===== src/cdfs_pkg.sv =====
`timescale 1ns / 1ps
// ----------------------------------------------------------------------------
// cdfs_pkg: shared types and constants for the clock display frame sequencer
// Word formats, register indexes, command codes, link byte constants and
// the decimal digit / seven-segment helpers.
// ----------------------------------------------------------------------------
package cdfs_pkg;

    // Command codes
    localparam logic CMD_INIT = 1'b0;
    localparam logic CMD_SHOW = 1'b1;

    // Configuration register indexes
    localparam int  CFG_IDX_W  = 1;
    localparam int  CFG_DATA_W = 3;
    localparam logic [CFG_IDX_W-1:0] REG_BRIGHTNESS = 1'd0;
    localparam logic [CFG_IDX_W-1:0] REG_DISPLAY_ON = 1'd1;

    localparam logic [2:0] BRIGHTNESS_RESET = 3'd7;
    localparam logic       DISPLAY_ON_RESET = 1'b1;

    // Link bytes
    localparam logic [7:0] BYTE_DATA_CMD  = 8'h40;
    localparam logic [7:0] BYTE_ADDR_CMD  = 8'hC0;
    localparam logic       CTRL_CMD_FLAG  = 1'b1;
    localparam logic [7:0] BYTE_BLANK     = 8'h00;

    // Sequence steps
    localparam int  STEP_W         = 3;
    localparam logic [STEP_W-1:0] STEP_DATA_CMD  = 3'd0;
    localparam logic [STEP_W-1:0] STEP_SECOND    = 3'd1;
    localparam logic [STEP_W-1:0] STEP_HOUR_TENS = 3'd2;
    localparam logic [STEP_W-1:0] STEP_HOUR_UNIT = 3'd3;
    localparam logic [STEP_W-1:0] STEP_MIN_TENS  = 3'd4;
    localparam logic [STEP_W-1:0] STEP_MIN_UNIT  = 3'd5;

    localparam int QUEUE_DEPTH_DEFAULT = 2;

    typedef struct packed {
        logic       command;
        logic [6:0] hours;
        logic [6:0] minutes;
        logic       blank_hours;
        logic       blank_minutes;
    } t_in_word;

    typedef struct packed {
        logic [7:0] byte_value;
        logic       start_before;
        logic       stop_after;
        logic       last;
    } t_out_word;

    // Classified item handed from front to back
    typedef struct packed {
        logic       is_show;
        logic [7:0] ctrl_byte;
        logic [7:0] seg_hour_tens;
        logic [7:0] seg_hour_unit;
        logic [7:0] seg_min_tens;
        logic [7:0] seg_min_unit;
    } t_frame;

    // Segment pattern of one decimal digit
    function automatic logic [7:0] seg_of(input logic [3:0] d);
        logic [7:0] s;
        case (d)
            4'd0:    s = 8'h3F;
            4'd1:    s = 8'h06;
            4'd2:    s = 8'h5B;
            4'd3:    s = 8'h4F;
            4'd4:    s = 8'h66;
            4'd5:    s = 8'h6D;
            4'd6:    s = 8'h7D;
            4'd7:    s = 8'h07;
            4'd8:    s = 8'h7F;
            4'd9:    s = 8'h6F;
            default: s = 8'h00;
        endcase
        return s;
    endfunction

    // v / 10 via reciprocal multiply, exact for every 7-bit v
    function automatic logic [3:0] div10(input logic [6:0] v);
        logic [14:0] prod;
        prod = {8'd0, v} * 15'd205;
        return prod[14:11];
    endfunction

    // Tens digit; drop the hundreds for values of 100 and above
    function automatic logic [3:0] tens_digit(input logic [6:0] v);
        logic [3:0] q;
        q = div10(v);
        if (q >= 4'd10) begin
            q = q - 4'd10;
        end
        return q;
    endfunction

    function automatic logic [3:0] unit_digit(input logic [6:0] v);
        logic [3:0] q;
        logic [6:0] r;
        q = div10(v);
        r = v - ({3'd0, q} * 7'd10);
        return r[3:0];
    endfunction

endpackage


===== src/cdfs_front.sv =====
`timescale 1ns / 1ps
`default_nettype none
// ----------------------------------------------------------------------------
// cdfs_front: item classifier
// Turns an input word into a frame: command kind, control byte and the four
// segment bytes with blanking applied.
// ----------------------------------------------------------------------------
module cdfs_front (
    input  wire cdfs_pkg::t_in_word i_word,
    input  wire logic [2:0]         i_brightness,
    input  wire logic               i_display_on,
    output cdfs_pkg::t_frame        o_frame
);

    always_comb begin
        o_frame.is_show   = (i_word.command == cdfs_pkg::CMD_SHOW);
        o_frame.ctrl_byte = {cdfs_pkg::CTRL_CMD_FLAG, 3'd0, i_display_on, i_brightness};
        if (i_word.blank_hours) begin
            o_frame.seg_hour_tens = cdfs_pkg::BYTE_BLANK;
            o_frame.seg_hour_unit = cdfs_pkg::BYTE_BLANK;
        end else begin
            o_frame.seg_hour_tens = cdfs_pkg::seg_of(cdfs_pkg::tens_digit(i_word.hours));
            o_frame.seg_hour_unit = cdfs_pkg::seg_of(cdfs_pkg::unit_digit(i_word.hours));
        end
        if (i_word.blank_minutes) begin
            o_frame.seg_min_tens = cdfs_pkg::BYTE_BLANK;
            o_frame.seg_min_unit = cdfs_pkg::BYTE_BLANK;
        end else begin
            o_frame.seg_min_tens = cdfs_pkg::seg_of(cdfs_pkg::tens_digit(i_word.minutes));
            o_frame.seg_min_unit = cdfs_pkg::seg_of(cdfs_pkg::unit_digit(i_word.minutes));
        end
    end

endmodule
`default_nettype wire


===== src/cdfs_queue.sv =====
`timescale 1ns / 1ps
`default_nettype none
// ----------------------------------------------------------------------------
// cdfs_queue: frame queue
// Small register FIFO between the classifier and the byte sequencer.
// ----------------------------------------------------------------------------
module cdfs_queue #(
    parameter int DEPTH = cdfs_pkg::QUEUE_DEPTH_DEFAULT
) (
    input  wire logic             i_clk,
    input  wire logic             i_rst_n,
    input  wire logic             i_push,
    input  wire cdfs_pkg::t_frame i_frame,
    input  wire logic             i_pop,
    output logic                  o_full,
    output logic                  o_valid,
    output cdfs_pkg::t_frame      o_frame
);

    localparam int PTR_W = $clog2(DEPTH);
    localparam int CNT_W = $clog2(DEPTH + 1);
    localparam logic [PTR_W-1:0] PTR_LAST = PTR_W'(DEPTH - 1);
    localparam logic [CNT_W-1:0] CNT_FULL = CNT_W'(DEPTH);

    cdfs_pkg::t_frame r_mem [DEPTH];
    logic [PTR_W-1:0] r_wr_ptr, n_wr_ptr;
    logic [PTR_W-1:0] r_rd_ptr, n_rd_ptr;
    logic [CNT_W-1:0] r_count, n_count;

    assign o_full  = (r_count == CNT_FULL);
    assign o_valid = (r_count != '0);
    assign o_frame = r_mem[r_rd_ptr];

    always_comb begin
        n_wr_ptr = r_wr_ptr;
        n_rd_ptr = r_rd_ptr;
        n_count  = r_count;
        if (i_push) begin
            n_wr_ptr = (r_wr_ptr == PTR_LAST) ? '0 : r_wr_ptr + 1'b1;
        end
        if (i_pop) begin
            n_rd_ptr = (r_rd_ptr == PTR_LAST) ? '0 : r_rd_ptr + 1'b1;
        end
        if (i_push && !i_pop) begin
            n_count = r_count + 1'b1;
        end else if (!i_push && i_pop) begin
            n_count = r_count - 1'b1;
        end
    end

    always_ff @(posedge i_clk) begin
        if (!i_rst_n) begin
            r_wr_ptr <= '0;
            r_rd_ptr <= '0;
            r_count  <= '0;
        end else begin
            r_wr_ptr <= n_wr_ptr;
            r_rd_ptr <= n_rd_ptr;
            r_count  <= n_count;
        end
    end

    always_ff @(posedge i_clk) begin
        if (i_push) begin
            r_mem[r_wr_ptr] <= i_frame;
        end
    end

endmodule
`default_nettype wire


===== src/cdfs_back.sv =====
`timescale 1ns / 1ps
`default_nettype none
// ----------------------------------------------------------------------------
// cdfs_back: byte sequencer
// Steps through the bytes of the head frame, one per cycle while the output is
// not stalled, into an output register; pops the frame after its last byte.
// ----------------------------------------------------------------------------
module cdfs_back (
    input  wire logic               i_clk,
    input  wire logic               i_rst_n,
    input  wire logic               i_frame_valid,
    input  wire cdfs_pkg::t_frame   i_frame,
    output logic                    o_pop,
    output logic                    o_out_valid,
    input  wire logic               i_out_stall,
    output cdfs_pkg::t_out_word     o_out_word
);

    logic [cdfs_pkg::STEP_W-1:0] r_step, n_step;
    logic                        r_out_valid, n_out_valid;
    cdfs_pkg::t_out_word         r_out_word;
    cdfs_pkg::t_out_word         w_word;
    logic                        w_load;

    assign o_out_valid = r_out_valid;
    assign o_out_word  = r_out_word;

    // Byte for the current step
    always_comb begin
        case (r_step)
            cdfs_pkg::STEP_DATA_CMD:
                w_word = '{cdfs_pkg::BYTE_DATA_CMD, 1'b1, 1'b1, 1'b0};
            cdfs_pkg::STEP_SECOND:
                if (i_frame.is_show) begin
                    w_word = '{cdfs_pkg::BYTE_ADDR_CMD, 1'b1, 1'b0, 1'b0};
                end else begin
                    w_word = '{i_frame.ctrl_byte, 1'b1, 1'b1, 1'b1};
                end
            cdfs_pkg::STEP_HOUR_TENS:
                w_word = '{i_frame.seg_hour_tens, 1'b0, 1'b0, 1'b0};
            cdfs_pkg::STEP_HOUR_UNIT:
                w_word = '{i_frame.seg_hour_unit, 1'b0, 1'b0, 1'b0};
            cdfs_pkg::STEP_MIN_TENS:
                w_word = '{i_frame.seg_min_tens, 1'b0, 1'b0, 1'b0};
            cdfs_pkg::STEP_MIN_UNIT:
                w_word = '{i_frame.seg_min_unit, 1'b0, 1'b1, 1'b1};
            default:
                w_word = '{8'h00, 1'b0, 1'b0, 1'b1};
        endcase
    end

    assign w_load = i_frame_valid && (!r_out_valid || !i_out_stall);
    assign o_pop  = w_load && w_word.last;

    always_comb begin
        n_step      = r_step;
        n_out_valid = r_out_valid;
        if (w_load) begin
            n_out_valid = 1'b1;
            n_step      = w_word.last ? cdfs_pkg::STEP_DATA_CMD : r_step + 1'b1;
        end else if (!i_out_stall) begin
            n_out_valid = 1'b0;
        end
    end

    always_ff @(posedge i_clk) begin
        if (!i_rst_n) begin
            r_step      <= cdfs_pkg::STEP_DATA_CMD;
            r_out_valid <= 1'b0;
        end else begin
            r_step      <= n_step;
            r_out_valid <= n_out_valid;
        end
    end

    always_ff @(posedge i_clk) begin
        if (w_load) begin
            r_out_word <= w_word;
        end
    end

endmodule
`default_nettype wire


===== src/clock_display_frame_sequencer.sv =====
`timescale 1ns / 1ps
`default_nettype none
// ----------------------------------------------------------------------------
// clock_display_frame_sequencer: byte sequencer for a 4-digit 7-segment link
// Expands init and show-time commands into framed link bytes.
// ----------------------------------------------------------------------------
//
//  channel  | handshake                  | word
//  ---------+----------------------------+-------------------------------------
//  in       | i_in_valid / o_in_stall    | t_in_word: command, time, blanking
//  out      | o_out_valid / i_out_stall  | t_out_word: byte, start, stop, last
//  config   | i_cfg_we (no wait)         | i_cfg_index, i_cfg_data
//
// An init command yields 2 words and a show command 6; the rate is set by the
// single output register, one byte per clock while the output is not stalled.
// The frame queue holds QUEUE_DEPTH classified commands; o_in_stall rises
// only when it is full. A stalled output holds its word and the sequencer
// holds its step. Reset (synchronous) empties the queue and output register
// and returns brightness to 7 and the display enable to 1.
// ----------------------------------------------------------------------------
module clock_display_frame_sequencer #(
    parameter int QUEUE_DEPTH = cdfs_pkg::QUEUE_DEPTH_DEFAULT
) (
    input  wire logic                              i_clk,
    input  wire logic                              i_rst_n,
    // command words
    input  wire logic                              i_in_valid,
    output logic                                   o_in_stall,
    input  wire cdfs_pkg::t_in_word                i_in_word,
    // link bytes
    output logic                                   o_out_valid,
    input  wire logic                              i_out_stall,
    output cdfs_pkg::t_out_word                    o_out_word,
    // configuration writes
    input  wire logic                              i_cfg_we,
    input  wire logic [cdfs_pkg::CFG_IDX_W-1:0]    i_cfg_index,
    input  wire logic [cdfs_pkg::CFG_DATA_W-1:0]   i_cfg_data
);

    logic [2:0] r_brightness;
    logic       r_display_on;

    cdfs_pkg::t_frame w_front_frame;
    cdfs_pkg::t_frame w_head_frame;
    logic             w_queue_full;
    logic             w_head_valid;
    logic             w_push;
    logic             w_pop;

    // Configuration registers: the user must write them only while idle (not
    // enforced here), so the front may sample them combinationally at accept time.
    always_ff @(posedge i_clk) begin
        if (!i_rst_n) begin
            r_brightness <= cdfs_pkg::BRIGHTNESS_RESET;
            r_display_on <= cdfs_pkg::DISPLAY_ON_RESET;
        end else if (i_cfg_we) begin
            case (i_cfg_index)
                cdfs_pkg::REG_BRIGHTNESS: r_brightness <= i_cfg_data[2:0];
                cdfs_pkg::REG_DISPLAY_ON: r_display_on <= i_cfg_data[0];
                default: ;
            endcase
        end
    end

    // Accept whenever the queue has room
    assign o_in_stall = w_queue_full;
    assign w_push     = i_in_valid && !w_queue_full;

    cdfs_front u_front (
        .i_word       (i_in_word),
        .i_brightness (r_brightness),
        .i_display_on (r_display_on),
        .o_frame      (w_front_frame)
    );

    cdfs_queue #(
        .DEPTH (QUEUE_DEPTH)
    ) u_queue (
        .i_clk   (i_clk),
        .i_rst_n (i_rst_n),
        .i_push  (w_push),
        .i_frame (w_front_frame),
        .i_pop   (w_pop),
        .o_full  (w_queue_full),
        .o_valid (w_head_valid),
        .o_frame (w_head_frame)
    );

    cdfs_back u_back (
        .i_clk         (i_clk),
        .i_rst_n       (i_rst_n),
        .i_frame_valid (w_head_valid),
        .i_frame       (w_head_frame),
        .o_pop         (w_pop),
        .o_out_valid   (o_out_valid),
        .i_out_stall   (i_out_stall),
        .o_out_word    (o_out_word)
    );

endmodule
`default_nettype wire

===== config.mk =====
export PLATFORM = sky130hd
export DESIGN_NAME = clock_display_frame_sequencer
export DESIGN_NICKNAME = d
export VERILOG_FILES = /design/src/cdfs_pkg.sv /design/src/cdfs_front.sv /design/src/cdfs_queue.sv /design/src/cdfs_back.sv /design/src/clock_display_frame_sequencer.sv
export SDC_FILE = /design/constraint.sdc
export NUM_CORES = 1
export LEC_CHECK = 0
export ABC_AREA = 1
export BUFFER_PORTS_ARGS = -buffer_cell sky130_fd_sc_hd__buf_4
export CORE_MARGIN = 8
export CORE_UTILIZATION = 60
export CTS_CLUSTER_SIZE = 20
export DETAILED_ROUTE_END_ITERATION = 8
export PLACE_DENSITY = 0.77
export SLEW_MARGIN = 20
export SYNTH_ARGS = -nofsm -noshare
export SYNTH_HDL_FRONTEND = slang
export SYNTH_SLANG_ARGS = --single-unit

===== constraint.sdc =====
create_clock -name i_clk -period 6 [get_ports i_clk]
set_clock_uncertainty 0.05 [all_clocks]
set_input_delay 0.3 -clock i_clk [delete_from_list [all_inputs] [get_ports i_clk]]
set_output_delay 0.3 -clock i_clk [all_outputs]
set_load 0.02 [all_outputs]

==> flow_summary.json <==
{
  "io_buffers": 38,
  "setup-tns-final_ns": 0,
  "p_leak_nw": 3.777,
  "dp_slack_ns": 1.049,
  "hp-class": "primary input to flop",
  "die_h_um": 122.5,
  "maxCapViolCount": 0,
  "grt-ovfl-total": 0,
  "slew_viol_final": 0,
  "rsz0062_at_grt": "false",
  "synth.distinct_cells": 36,
  "grt_max_degree": 35,
  "syn_nets": 931,
  "yosysWarnings": 0,
  "clock_latency_ns": 0.34,
  "seq_area_frac_synth_pct": 37.78,
  "p_int_mw": 1.910,
  "place_inst": 967,
  "crit_slowest_cell": "fa_1",
  "ios": 39,
  "fin_ws_ns": 1.389,
  "fp.dieArea_sq_um": 15010,
  "grt.total_usage_pct": 19.24,
  "critPathRequiredTime_ns": 6.04,
  "syn_area_per_cell_sq_um": 8.619,
  "antenna_found_initial": 0,
  "cp_top_family": "adder cells",
  "clk_pin_slew_ns": 0.06,
  "switching_share_pct": 43.61,
  "design_area_sq_um": 7561,
  "setup_violations": 0,
  "drt-wirelength-per-cell_um": 14.26,
  "antenna_left": 0,
  "numCtsBuffers": 9,
  "drive_gt1_share_pct": 13.33,
  "synth_top_area_share_pct": 33.96,
  "synth_area_sq_um": 6809,
  "path_buf_inv": 7,
  "power_mw": 3.388,
  "max_freq_mhz": 216.9,
  "clockRootBuffer": "clkbuf_16",
  "finalCriticalPeriod_ns": 4.611,
  "relSlewSlack_pct": 33.10,
  "ys_ff_latch": 90,
  "fill_cells": 879,
  "fin_nets": 976,
  "cpMostUsedCell": "inv_1",
  "cts-resized-gates": 0,
  "cts_max_level": 3,
  "tritoncts": "yes",
  "finalHoldViolCount": 0,
  "ctsLongestPathBuffers": 2,
  "gp_congestion": 0.8554,
  "start_util_pct": 60.67,
  "power_per_cell_area_nw_per_um2": 448.0,
  "fp.coreArea_sq_um": 11220,
  "ir_drop_mv": 0.3616,
  "n_antenna_cell": 0,
  "cts_hold_buf": 0,
  "rows": 39,
  "final_cells": 983,
  "arrival_ns": 4.65,
  "routed_wirelength_mm": 14.02,
  "yosys.area.top_type": "edfxtp_1",
  "cp_max_fo": 6,
  "drtIter0Drc": 299,
  "placedInstanceArea_sq_um": 7271,
  "slowest_delay_ns": 0.50,
  "mostFrequentLayoutCell": "nand2_1",
  "vias": 5253,
  "switchingPower_mw": 1.478,
  "outcome": "complete, no violations",
  "tightest_slew_ns": 1.002,
  "drc": 0,
  "cp-end-kind": "flop",
  "p_clk_share_pct": 16.3,
  "layout_common_cells": "nand2_1, inv_1, nor2_1, ha_1, edfxtp_1",
  "worstSetupPathType": "primary input to flop",
  "fin_crit_sh_pct": 76.85,
  "grt_pass1_vias": 5218,
  "power_frac_seq_pct": 31.1,
  "cts_sinks": 90,
  "hold_slack_ns": 0.1009,
  "p_comb_share_pct": 52.6,
  "postSynthCellCount": 790,
  "grt_first_pass_wirelength_mm": 23.17,
  "cp-start-kind": "primary input",
  "dr.pass1.iters": 6,
  "area_delta_synth_final_pct": 11.04,
  "cts_setup_buffers": 0,
  "hpwl_mm": 11.10,
  "die_w_um": 122.5,
  "fin_util_pct": 67.37,
  "ys_top_cells_by_area": "edfxtp_1, ha_1, nand2_1",
  "vias_per_cell": 5.344
}
## power groups by stage
stage	sequential, mW	clock [mW]	combinational (mW)
2_1_floorplan	1.08	0	1.29
3_5_place_dp	1.07	0	1.76
3_3_place_gp	1.06	0	1.68
4_1_cts	1.06	0.555	1.78
5_1_grt	1.08	0.577	2.01
6_report	1.06	0.551	1.78
## state kept, by name, summed over array words and instances (netlist names), named ones only
| register | flops |
|---|---|
| u_queue.r_mem | 66 |
| u_back.o_out_word | 11 |
| r_brightness | 3 |
| u_back.r_step | 3 |
| u_queue.r_count | 2 |
| r_display_on | 1 |
| u_back.o_out_valid | 1 |
| u_queue.r_rd_ptr | 1 |
| u_queue.r_wr_ptr | 1 |
## metal layers
| metal | vias up | part of all wire, % | track usage, % |
|---|---|---|---|
| met3 | 17 | 3.5 | 2.070 |
| met4 | 0 | 2.1 | 8.149 |
| li1 | 2650 | - | - |
| met1 | 2471 | 42 | 21.23 |
| met2 | 115 | 52 | 36.59 |
| met5 | - | 0 | 0 |
## path summary, 6_finish.rpt
kind | start | endpoint | cells after the start | slack, ns
max reg2reg | flop | u_queue.r_count[1]$_SDFFE_PN0P_ | 12 | 2.23
max | i_in_word[6] | u_queue.r_mem[1][5]$_DFFE_PP_ | 25 | 1.39
min reg2reg | r_brightness[2]$_SDFFE_PN1P_ | u_queue.r_mem[0][34]$_DFFE_PP_ | 0 | 0.41
min | i_in_word[16] | u_queue.r_mem[1][36]$_DFFE_PP_ | 1 | 0.10
## cells by family (layout without fill, tap and decap cells)
logic type / Yosys count / count (layout) / share of synthesized area (%)
adder cells (fa/ha/maj): 115 / 115 / 23.12
flip-flops: 90 / 90 / 37.78
XOR/XNOR: 8 / 8 / 1.029
buffers and inverters: 143 / 193 / 7.883
AND/OR/NAND/NOR: 352 / 352 / 22.90
AO/OA/AOI/OAI: 82 / 82 / 7.295
## cells in the mapped netlist, drive strengths merged
master / number
xnor2: 3
o21bai: 3
nand4: 10
nand3: 32
a21oi: 26
clkbuf: 6
xor2: 5
o22ai: 6
o221ai: 4
edfxtp: 77
fa: 18
a221o: 1
nand3b: 2
a211oi: 2
nand2: 193
or2: 2
o41ai: 1
ha: 97
inv: 137
o21ai: 35
a31oi: 1
nor2: 113
dfxtp: 13
o2111ai: 1
a221oi: 2
## cell type report
cell class	count	area, sq um	share of cell area (%)
Clock inverter	3	40.04	0.5295
Sequential cell	90	2572	34.02
Inverter	137	514.2	6.801
Multi-Input combinational cell	557	3705	49.00
Timing Repair Buffer	40	300.3	3.972
Clock buffer	13	250.2	3.310
Tap cell	143	178.9	2.366
(Power assumes the default switching activity.)
